$ cat src/sv/binary_search_engine_top_defines.svh
// ----------------------------------------------------------------------------
// binary_search_engine_top_defines.svh
// Assertion macros for the binary search engine.
// ----------------------------------------------------------------------------
`ifndef BINARY_SEARCH_ENGINE_TOP_DEFINES_SVH
`define BINARY_SEARCH_ENGINE_TOP_DEFINES_SVH

`ifndef NO_ASSERTIONS

// Checked on every edge outside reset.
`define BSE_ASSERT(lbl, prop, msg) \
  lbl: assert property (@(posedge clk) disable iff (rst) prop) else $error(msg);

// Checked on every edge, reset included.
`define BSE_ASSERT_ALWAYS(lbl, prop, msg) \
  lbl: assert property (@(posedge clk) prop) else $error(msg);

`else

`define BSE_ASSERT(lbl, prop, msg)
`define BSE_ASSERT_ALWAYS(lbl, prop, msg)

`endif

`endif

$ cat src/sv/bse_pkg.sv
// ----------------------------------------------------------------------------
// bse_pkg
// Shared types and constants of the binary search engine.
// ----------------------------------------------------------------------------
`default_nettype none

package bse_pkg;

  localparam int STORE_DEPTH_DEF = 1024;
  localparam int VALUE_WIDTH_DEF = 32;

  localparam int IDX_W  = 10;  // entry_index, low_index, high_index, position
  localparam int DATA_W = 32;  // data_value port
  localparam int SPAN_W = IDX_W + 2;  // signed lo/hi, hold -1 and 1024

  localparam logic OP_WRITE  = 1'b0;
  localparam logic OP_SEARCH = 1'b1;

  typedef enum logic [1:0] {
    ST_IDLE,
    ST_PROBE,
    ST_COMPARE,
    ST_DONE
  } state_t;

  // controller -> datapath
  typedef struct packed {
    logic wr_req;    // write transfer accepted
    logic load;      // search transfer accepted: load range and key
    logic probe;     // issue RAM read at midpoint
    logic step;      // narrow range after a mismatch
    logic hit;       // record found result
    logic miss;      // record not-found result
    logic out_load;  // move result into output register
  } dp_cmd_t;

  // datapath -> controller
  typedef struct packed {
    logic empty;  // hi < lo
    logic match;  // probed entry equals key
  } dp_stat_t;

endpackage

`default_nettype wire

$ cat src/sv/bse_ctrl.sv
// ----------------------------------------------------------------------------
// bse_ctrl
// Search sequencer and output handshake control.
// ----------------------------------------------------------------------------
`default_nettype none

module bse_ctrl (
  input  wire logic              clk,
  input  wire logic              rst,
  input  wire logic              in_valid,
  output logic                   in_stall,
  input  wire logic              opcode,
  output logic                   out_valid,
  input  wire logic              out_stall,
  input  wire bse_pkg::dp_stat_t stat,
  output bse_pkg::dp_cmd_t       cmd
);

  bse_pkg::state_t state;
  bse_pkg::state_t state_next;
  logic            out_valid_next;

  always_ff @(posedge clk) begin
    if (rst) begin
      state     <= bse_pkg::ST_IDLE;
      out_valid <= 1'b0;
    end else begin
      state     <= state_next;
      out_valid <= out_valid_next;
    end
  end

  always_comb begin
    state_next = state;
    cmd        = '0;
    in_stall   = (state != bse_pkg::ST_IDLE);

    unique case (state)
      bse_pkg::ST_IDLE: begin
        if (in_valid) begin
          if (opcode == bse_pkg::OP_WRITE) begin
            cmd.wr_req = 1'b1;
          end else begin
            cmd.load   = 1'b1;
            state_next = bse_pkg::ST_PROBE;
          end
        end
      end
      bse_pkg::ST_PROBE: begin
        if (stat.empty) begin
          cmd.miss   = 1'b1;
          state_next = bse_pkg::ST_DONE;
        end else begin
          cmd.probe  = 1'b1;
          state_next = bse_pkg::ST_COMPARE;
        end
      end
      bse_pkg::ST_COMPARE: begin
        if (stat.match) begin
          cmd.hit    = 1'b1;
          state_next = bse_pkg::ST_DONE;
        end else begin
          cmd.step   = 1'b1;
          state_next = bse_pkg::ST_PROBE;
        end
      end
      bse_pkg::ST_DONE: begin
        // wait for the output register to be free
        if (!out_valid || !out_stall) begin
          cmd.out_load = 1'b1;
          state_next   = bse_pkg::ST_IDLE;
        end
      end
      default: begin
        state_next = bse_pkg::ST_IDLE;
      end
    endcase

    out_valid_next = out_valid;
    if (cmd.out_load) begin
      out_valid_next = 1'b1;
    end else if (out_valid && !out_stall) begin
      out_valid_next = 1'b0;
    end
  end

endmodule

`default_nettype wire

$ cat config.mk
export PLATFORM = sky130hd
export DESIGN_NAME = bse_ctrl
export DESIGN_NICKNAME = d
export VERILOG_FILES = /design/src/sv/binary_search_engine_top_defines.svh /design/src/sv/bse_pkg.sv /design/src/sv/bse_ctrl.sv
export SDC_FILE = /design/constraint.sdc
export NUM_CORES = 1
export LEC_CHECK = 0
export ABC_AREA = 0
export BUFFER_PORTS_ARGS = -buffer_cell sky130_fd_sc_hd__buf_2
export CAP_MARGIN = 30
export CELL_PAD_IN_SITES_DETAIL_PLACEMENT = 0
export CELL_PAD_IN_SITES_GLOBAL_PLACEMENT = 1
export CORE_AREA = 2 2 39 41
export CTS_BUF_LIST = sky130_fd_sc_hd__clkbuf_4 sky130_fd_sc_hd__clkbuf_8
export CTS_CLUSTER_SIZE = 30
export DETAILED_ROUTE_END_ITERATION = 10
export DIE_AREA = 0 0 41 43
export MAX_ROUTING_LAYER = met4
export PLACE_DENSITY_LB_ADDON = 0.12
export RECOVER_POWER = 50
export SLEW_MARGIN = 10
export SYNTH_ARGS = -nofsm -noshare
export SYNTH_HDL_FRONTEND = slang
export SYNTH_SLANG_ARGS = --single-unit
$ cat constraint.sdc
create_clock -name clk -period 1.62 [get_ports clk]
set_input_delay 0.324 -clock clk [delete_from_list [all_inputs] [get_ports clk]]
set_output_delay 0.324 -clock clk [all_outputs]
set_load 0.03 [all_outputs]
==> impl_metrics.yaml, run 1 <==
status:
  status: "completed"
worst_setup_path:
  crit_type: "reg -> out"
  cp_num_buf_inv: 1
  max_stage_delay_ns: 0.36
  cp_max_fo: 11
  endpoint_kind: "output port"
  r2r_slack_ns: 0.76
  required_ns: 1.30
  arrival_ns: 1.21
  crit_slowest_cell: "dfxtp_2"
  crit_path_start_kind: "flip-flop"
  cp_cell_sequence: "or2_4 > nor3b_2 > clkbuf_4"
  cp_top_family: "simple AND/OR/NAND/NOR gates"
synthesis:
  yosysUniqueCellTypes: 18
  yosysWarnings: 0
  synthesis.nets: 32
  ys_ff_latch: 3
  async_flop_share: 0
  yosysSeqAreaShare: 0.2682
  synth_area_leaders: "dfxtp_1 27%, and3b_2 8.9%, nor3b_1 6.7%"
  synthCells: 25
  netlist_area_um2: 224.0
  yosys.area.top_type_share: 0.2682
  syn_area_per_cell_um2: 8.959
  synthFlopType: "dfxtp_1"
  synth_top_cell_by_area: "dfxtp_1"
  synth_edf_count: 0
timing:
  timing.fmax_mhz: 652.6
  timing.slew.headroom: 0.7564
  setup_slack_ns: 0.08759
  rsz0062_at_grt: "no"
  slew_violations: 0
  period_share: 0.9459
  period_needed_ns: 1.532
  worstMarginPinSlew_ns: 0.3670
  fin_setup_tns_ns: 0
  setup_viol: 0
  hold_violations: 0
  fin_hold_ws_ns: 0.3014
  finalClockSkew_ns: 0.002996
pwr:
  p_total_mw: 0.3293
  p_leak_nw: 0.1497
  ir_worst_vdd_mv: 0.2912
  power.density_mw_per_mm2: 1008
clock_network:
  clkLatencyLatePin_ns: 0.23
  hold_buffers: 0
  cts_tree: "done"
  cts-root-buf: "clkbuf_4"
  clk_path_buf_depth: 2
  path_clk_slew_ns: 0.04
  cts_setup_buffers: 0
  cts_max_level: 1
  clock-sinks: 3
  cts_made_buffers: 3
grt:
  grt_pass1_vias: 223
  grt_max_degree: 12
  grt_usage: 0.08428
  grt_first_pass_wirelength_um: 917
  antenna_found_initial: 0
  grt.overflow.total: 0
run:
  cap_violations: 0
final_layout:
  insertedDiodeCount: 0
  nFillCells: 164
  drive_above_1_share: 0.5610
  syn_to_final_growth_pct: 45.81
  postLayoutCoreUtil: 0.2360
  final-seq-area_um2: 62.56
  multi_input_area_um2: 136.4
  nets: 49
  final_cells: 57
  final_cell_area_um2: 326.6
routing:
  vias_per_cell: 4.158
  first_pass_iters: 1
  drc_errors: 0
  wl_per_cell_um: 9.175
  routed_wirelength_um: 523
  ant_nets: 0
  drtIter0Drc: 0
  num_vias: 237
place:
  placed_area_um2: 295.3
  pre_cts_slack_ns: 0.2692
  portBuffers: 15
  dp_hpwl_um: 414.5
  place_congestion: 0.6737
  placed_cells: 53
floorplan:
  initial_core_util: 0.1618
  die_area_mm2: 0.001763
  die_w_um: 41
  fp.coreArea_mm2: 0.001384
  ioPinCount: 16
  die_h_um: 43
  rows: 14
worst_hold_path:
  hold_class: "in -> reg"
-- synth_stat cells, types with 2 or more instances --
master and number:
nand2_1 2, nor3b_1 2, nand2b_1 2, and3b_2 2
dfxtp_1 3, a21oi_1 2
-- power by group --
part	switching (mW)	internal [mW]	leakage (nW)
Clock	0.0375	0.109	0.0184
Sequential	0.0129	0.0815	0.0253
Combinational	0.0525	0.0360	0.106
Total	0.103	0.226	0.150
-- per-layer routing --
layer / share of wire / global-route usage / up-vias
li1: - / - / 124
met1: 0.49 / 0.09936 / 101
met2: 0.43 / 0.09375 / 12
met3: 0.082 / 0.06283 / 0
met4: 0 / 0.06000 / 0
met5: 0 / - / -
-- layout make-up --
cell class,count,share of cell area
repair buffers,15,0.2261
inverters,1,0.01149
flip-flops and latches,3,0.1916
multi-input cells,18,0.4176
well taps,16,0.06130
clock buffers,4,0.09195
-- registers in the layout, summed over array words and instances, names as in the netlist --
name	cells
state	2
out_valid	1
-- final timing paths --
check                  from        end  cells after the start
setup / recovery   state[1]     cmd[6]                      3
hold / removal          rst   state[0]                      2
setup reg to reg   state[0]   state[1]                      2
hold reg to reg   out_valid  out_valid                      2
-- cell families (layout without fill, tap and decap cells) --
group	Yosys count	after routing	synth area share
simple gates	12	12	0.4189
compound gates	6	6	0.1900
buf+inv	4	20	0.1229
flops	3	3	0.2682
-- layout by cell type (no fill, tap or decap), types with 2 or more instances in the layout --
cell and n:
a21oi_1 2, and3b_2 2, buf_2 11, clkbuf_1 3, clkbuf_4 5, dfxtp_2 2, nand2_1 2, nand2b_1 2
nor3b_1 2
-- timing repair --
item	CTS	global route
resized for setup	0	3
endpoints found under the setup margin	0	1
endpoints found under the hold margin	0	0
Power figures use the tool's default switching activity.
==> run 2, diff against run 1 <==
- PLACE_DENSITY: default -> 0.49
- PLACE_DENSITY_LB_ADDON: 0.12 -> default
==> run 2 against run 1 <==
  * Cell count stayed put
  * Combinational power decreased by 0.8%
  * Sequential power is 0.4% lower
  * Critical endpoint unchanged
  * Worst setup slack improved by 0.013 ns
  * Highest routed layer unchanged
  * Flip-flop and latch count did not move
==> impl_metrics.yaml, run 2 (same netlist as run 1, synthesis figures left out) <==
clock_network:
  clock-sinks: 3
  clk_path_buf_depth: 2
  clkLatencyLatePin_ns: 0.23
  cts-root-buf: "clkbuf_4"
  cts_tree: "done"
  cts_setup_buffers: 0
  cts_made_buffers: 3
  cts_max_level: 1
  path_clk_slew_ns: 0.03
worst_setup_path:
  cp_num_buf_inv: 1
  worst_r2r_path_depth: 2
  crit_type: "reg -> out"
  cp_max_fo: 11
  endpoint_kind: "output port"
  crit_path_start_kind: "flip-flop"
  required_ns: 1.30
  max_stage_delay_ns: 0.35
  path_depth: 3
  arrival_ns: 1.20
  crit_slowest_cell: "dfxtp_2"
  cp_top_family: "simple AND/OR/NAND/NOR gates"
  cp_cell_sequence: "or2_4 > nor3b_2 > clkbuf_4"
routing:
  vias_per_cell: 3.982
  first_pass_iters: 2
  drc_errors: 0
  num_vias: 227
  routed_wirelength_um: 530
  ant_nets: 0
  wl_per_cell_um: 9.298
  drtIter0Drc: 2
timing:
  period_needed_ns: 1.519
  period_share: 0.9377
  timing.fmax_mhz: 658.3
  worstMarginPinSlew_ns: 0.3688
  hold_violations: 0
  slew_violations: 0
  finalClockSkew_ns: 0.0001838
  timing.slew.headroom: 0.7552
  setup_viol: 0
  rsz0062_at_grt: "no"
  fin_setup_tns_ns: 0
grt:
  grt_usage: 0.07708
  grt_first_pass_wirelength_um: 848
  antenna_found_initial: 0
  grt_pass1_vias: 226
  grt_max_degree: 12
  grt.overflow.total: 0
final_layout:
  largest_register: "state"
  drive_above_1_share: 0.5610
  syn_to_final_growth_pct: 45.81
  insertedDiodeCount: 0
  final_cell_mix: "11 x buf_2, 5 x clkbuf_4, 3 x clkbuf_1"
  nets: 49
  largest_reg_flops: 2
  final_common_cell: "buf_2"
  final_cells: 57
  nFillCells: 169
  reg.largest.list: "state (2), out_valid (1)"
floorplan:
  die_h_um: 43
  die_area_mm2: 0.001763
  die_w_um: 41
  rows: 14
  ioPinCount: 16
  initial_core_util: 0.1618
  fp.coreArea_mm2: 0.001384
place:
  placed_cells: 53
  portBuffers: 15
  place_congestion: 0.7040
  dp_hpwl_um: 414.7
run:
  cap_violations: 0
worst_hold_path:
  whs_path_depth: 2
  hold_class: "in -> reg"
pwr:
  power.density_mw_per_mm2: 1003
  ir_worst_vdd_mv: 0.3739
  p_leak_nw: 0.1497
status:
  status: "completed"
run 2: per-stage QoR:
stage | hold WS [ns] | power (mW) | setup slack, ns | cell area [µm²] | utilization
floorplan | 0.3931 | 0.1622 | 0.08870 | 224.0 | -
global placement | 0.4892 | 0.1828 | 0.3106 | 295.3 | 0.2134
detailed placement | 0.4979 | 0.1836 | 0.2953 | 295.3 | 0.2134
CTS | 0.3001 | 0.3361 | 0.03830 | 325.3 | 0.2351
global route | 0.2968 | 0.3533 | 0.02847 | 326.6 | 0.2360
finish | 0.2993 | 0.3275 | 0.1009 | 326.6 | 0.2360
run 2: report_power, final:
group          switching [mW]  total, mW  internal (mW)  leakage (nW)
Combinational          0.0519     0.0878         0.0360         0.106
Clock                  0.0368      0.146          0.109        0.0184
Sequential             0.0124     0.0940         0.0816        0.0253
Total                   0.101      0.327          0.226         0.150
run 2: timing repair:
item	CTS	global route
setup endpoints to repair	0	1
hold buffers	0	0
gates resized for setup	0	3
run 2: worst reg2reg max path, delay by kind of cell, from the launching register on:
family             cells  cell delay (ns)
DFF                    1             0.39
and+or+nand+nor        1             0.23
AOI/OAI and AO/OA      1             0.11
run 2: routing by layer:
metal	wire [µm]	share of wire	up-vias	track usage
met3	55	0.10	0	0.06283
li1	-	-	122	-
met5	0	0	-	-
met4	0	0	0	0.04000
met2	253	0.48	12	0.09375
met1	221	0.42	93	0.08654
run 2: final timing paths:
kind             start   endpoint  slack [ns]
max           state[1]     cmd[6]        0.10
min                rst   state[0]        0.30
max reg2reg   state[0]   state[1]        0.76
min reg2reg  out_valid  out_valid        0.50
run 2: final cells by class:
cell class	count	area, µm²	share of cell area
flip-flops and latches	3	62.56	0.1916
multi-input cells	18	136.4	0.4176
repair buffers	15	73.82	0.2261
inverters	1	3.754	0.01149
well taps	16	20.02	0.06130
clock buffers	4	30.03	0.09195
==> run 3, diff against run 2 <==
- clock period: 1.62 -> 1.8 ns (I/O delays scaled with it)
==> run 3 against run 2 <==
  * Clock power is 10% lower
  * Flip-flop and latch count is the same
  * Register-to-register slack better by 0.09 ns
  * Non-clock buffer count did not move
  * Worst setup slack better by 0.093 ns
  * Cell count unchanged
  * First-iteration DRC count is the same
  * Via count did not move
  * Worst hold slack improved by 0.037 ns
  * Critical path depth did not move
  * Total power down 11%
==> impl_metrics.yaml, run 3 (same netlist as run 1, synthesis figures left out) <==
floorplan:
  die_w_um: 41
  ioPinCount: 16
  initial_core_util: 0.1618
  rows: 14
  die_area_mm2: 0.001763
  fp.coreArea_mm2: 0.001384
  die_h_um: 43
routing:
  wl_per_cell_um: 9.298
  drc_errors: 0
  routed_wirelength_um: 530
  first_pass_iters: 2
  num_vias: 227
  drtIter0Drc: 2
  vias_per_cell: 3.982
  ant_nets: 0
final_layout:
  insertedDiodeCount: 0
  nets: 49
  reg.largest.list: "state (2), out_valid (1)"
  final_cell_area_um2: 321.6
  drive_above_1_share: 0.5122
  largest_register: "state"
  syn_to_final_growth_pct: 43.58
  largest_reg_flops: 2
  final_cell_mix: "12 x buf_2, 4 x clkbuf_4, 3 x dfxtp_1, 3 x clkbuf_1"
  final_common_cell: "buf_2"
pwr:
  switchingPower_mw: 0.09092
  p_comb_frac: 0.267
  sw_frac_of_total: 0.3107
  internal_power_mw: 0.2017
  ir_worst_vdd_mv: 0.3346
  clkPwrFrac: 0.448
  power.density_mw_per_mm2: 910.1
  seq_power_share: 0.285
  p_leak_nw: 0.1492
place:
  place_congestion: 0.7040
  placed_area_um2: 295.3
  portBuffers: 15
  dp_hpwl_um: 414.7
worst_setup_path:
  arrival_ns: 1.25
  crit_type: "reg -> out"
  required_ns: 1.44
  crit_path_start_kind: "flip-flop"
  cp_max_fo: 11
  r2r-start: "state[0]"
  setup.worst_path.start: "state[1]"
  endpoint_kind: "output port"
clock_network:
  clock-sinks: 3
  clk_path_buf_depth: 2
  cts_max_level: 1
  hold_buffers: 0
  cts_made_buffers: 3
  cts_tree: "done"
  cts_setup_buffers: 0
  clkLatencyLatePin_ns: 0.23
  cts-root-buf: "clkbuf_4"
  path_clk_slew_ns: 0.03
  postCtsResizedCells: 0
timing:
  finalClockSkew_ns: 0.0001477
  period_share: 0.8923
  fin_setup_tns_ns: 0
  rsz0062_at_grt: "no"
  period_needed_ns: 1.606
  hold_violations: 0
  slew_violations: 0
  setup_viol: 0
  timing.slew.headroom: 0.7552
  worstMarginPinSlew_ns: 0.3688
  timing.fmax_mhz: 622.6
status:
  status: "completed"
grt:
  grt.overflow.total: 0
  grt_first_pass_wirelength_um: 848
  grt_usage: 0.07708
  grt_pass1_vias: 226
  grt_max_degree: 12
  antenna_found_initial: 0
run:
  cap_violations: 0
worst_hold_path:
  hold_class: "in -> reg"
  holdCritStartpoint: "rst"
run 3: cell count changes in the layout (fill, tap and decap cells not counted):
cell,delta
buf_2,+1
dfxtp_1,+2
dfxtp_2,-2
clkbuf_4,-1
run 3: per-stage QoR:
step	util	power [mW]	setup slack, ns	hold slack (ns)	std cells
floorplan	-	0.1460	0.2327	0.4291	25
global placement	0.2134	0.1645	0.4546	0.4892	53
detailed placement	0.2134	0.1653	0.4393	0.4979	53
CTS	0.2351	0.3025	0.1823	0.3361	57
global route	0.2324	0.3157	0.1125	0.3331	57
finish	0.2324	0.2927	0.1938	0.3358	57
run 3: area by class of cell:
cell class	count	area, µm²
multi-input combinational	18	136.4
sequential	3	60.06
inverter	1	3.754
fill	171	1062
clock buffer	4	30.03
timing repair buffer	15	71.32
tap	16	20.02
run 3: final timing paths:
kind                                  end  slack [ns]  depth (start not counted)
worst max-delay path               cmd[6]        0.19                          3
worst min-delay path            out_valid        0.34                          2
worst max register to register   state[1]        0.85                          2
worst min register to register  out_valid        0.50                          2
run 3: per-layer routing:
layer  global-route usage  wire length (µm)
met5                    -                 0
met1              0.08654               221
met4              0.04000                 0
met2              0.09375               253
met3              0.06283                55
run 3: critical path, stage by stage (launching register included):
cell	delay, ns
dfxtp_1	0.38
or2_4	0.28
nor3b_2	0.14
buf_2	0.21
run 3: power groups by stage:
stage | Sequential [mW] | Combinational [mW] | Clock, mW
CTS | 0.0835 | 0.0811 | 0.138
global route | 0.0853 | 0.0843 | 0.146
floorplan | 0.0762 | 0.0698 | 0
finish | 0.0834 | 0.0781 | 0.131
global placement | 0.0842 | 0.0803 | 0
detailed placement | 0.0845 | 0.0808 | 0
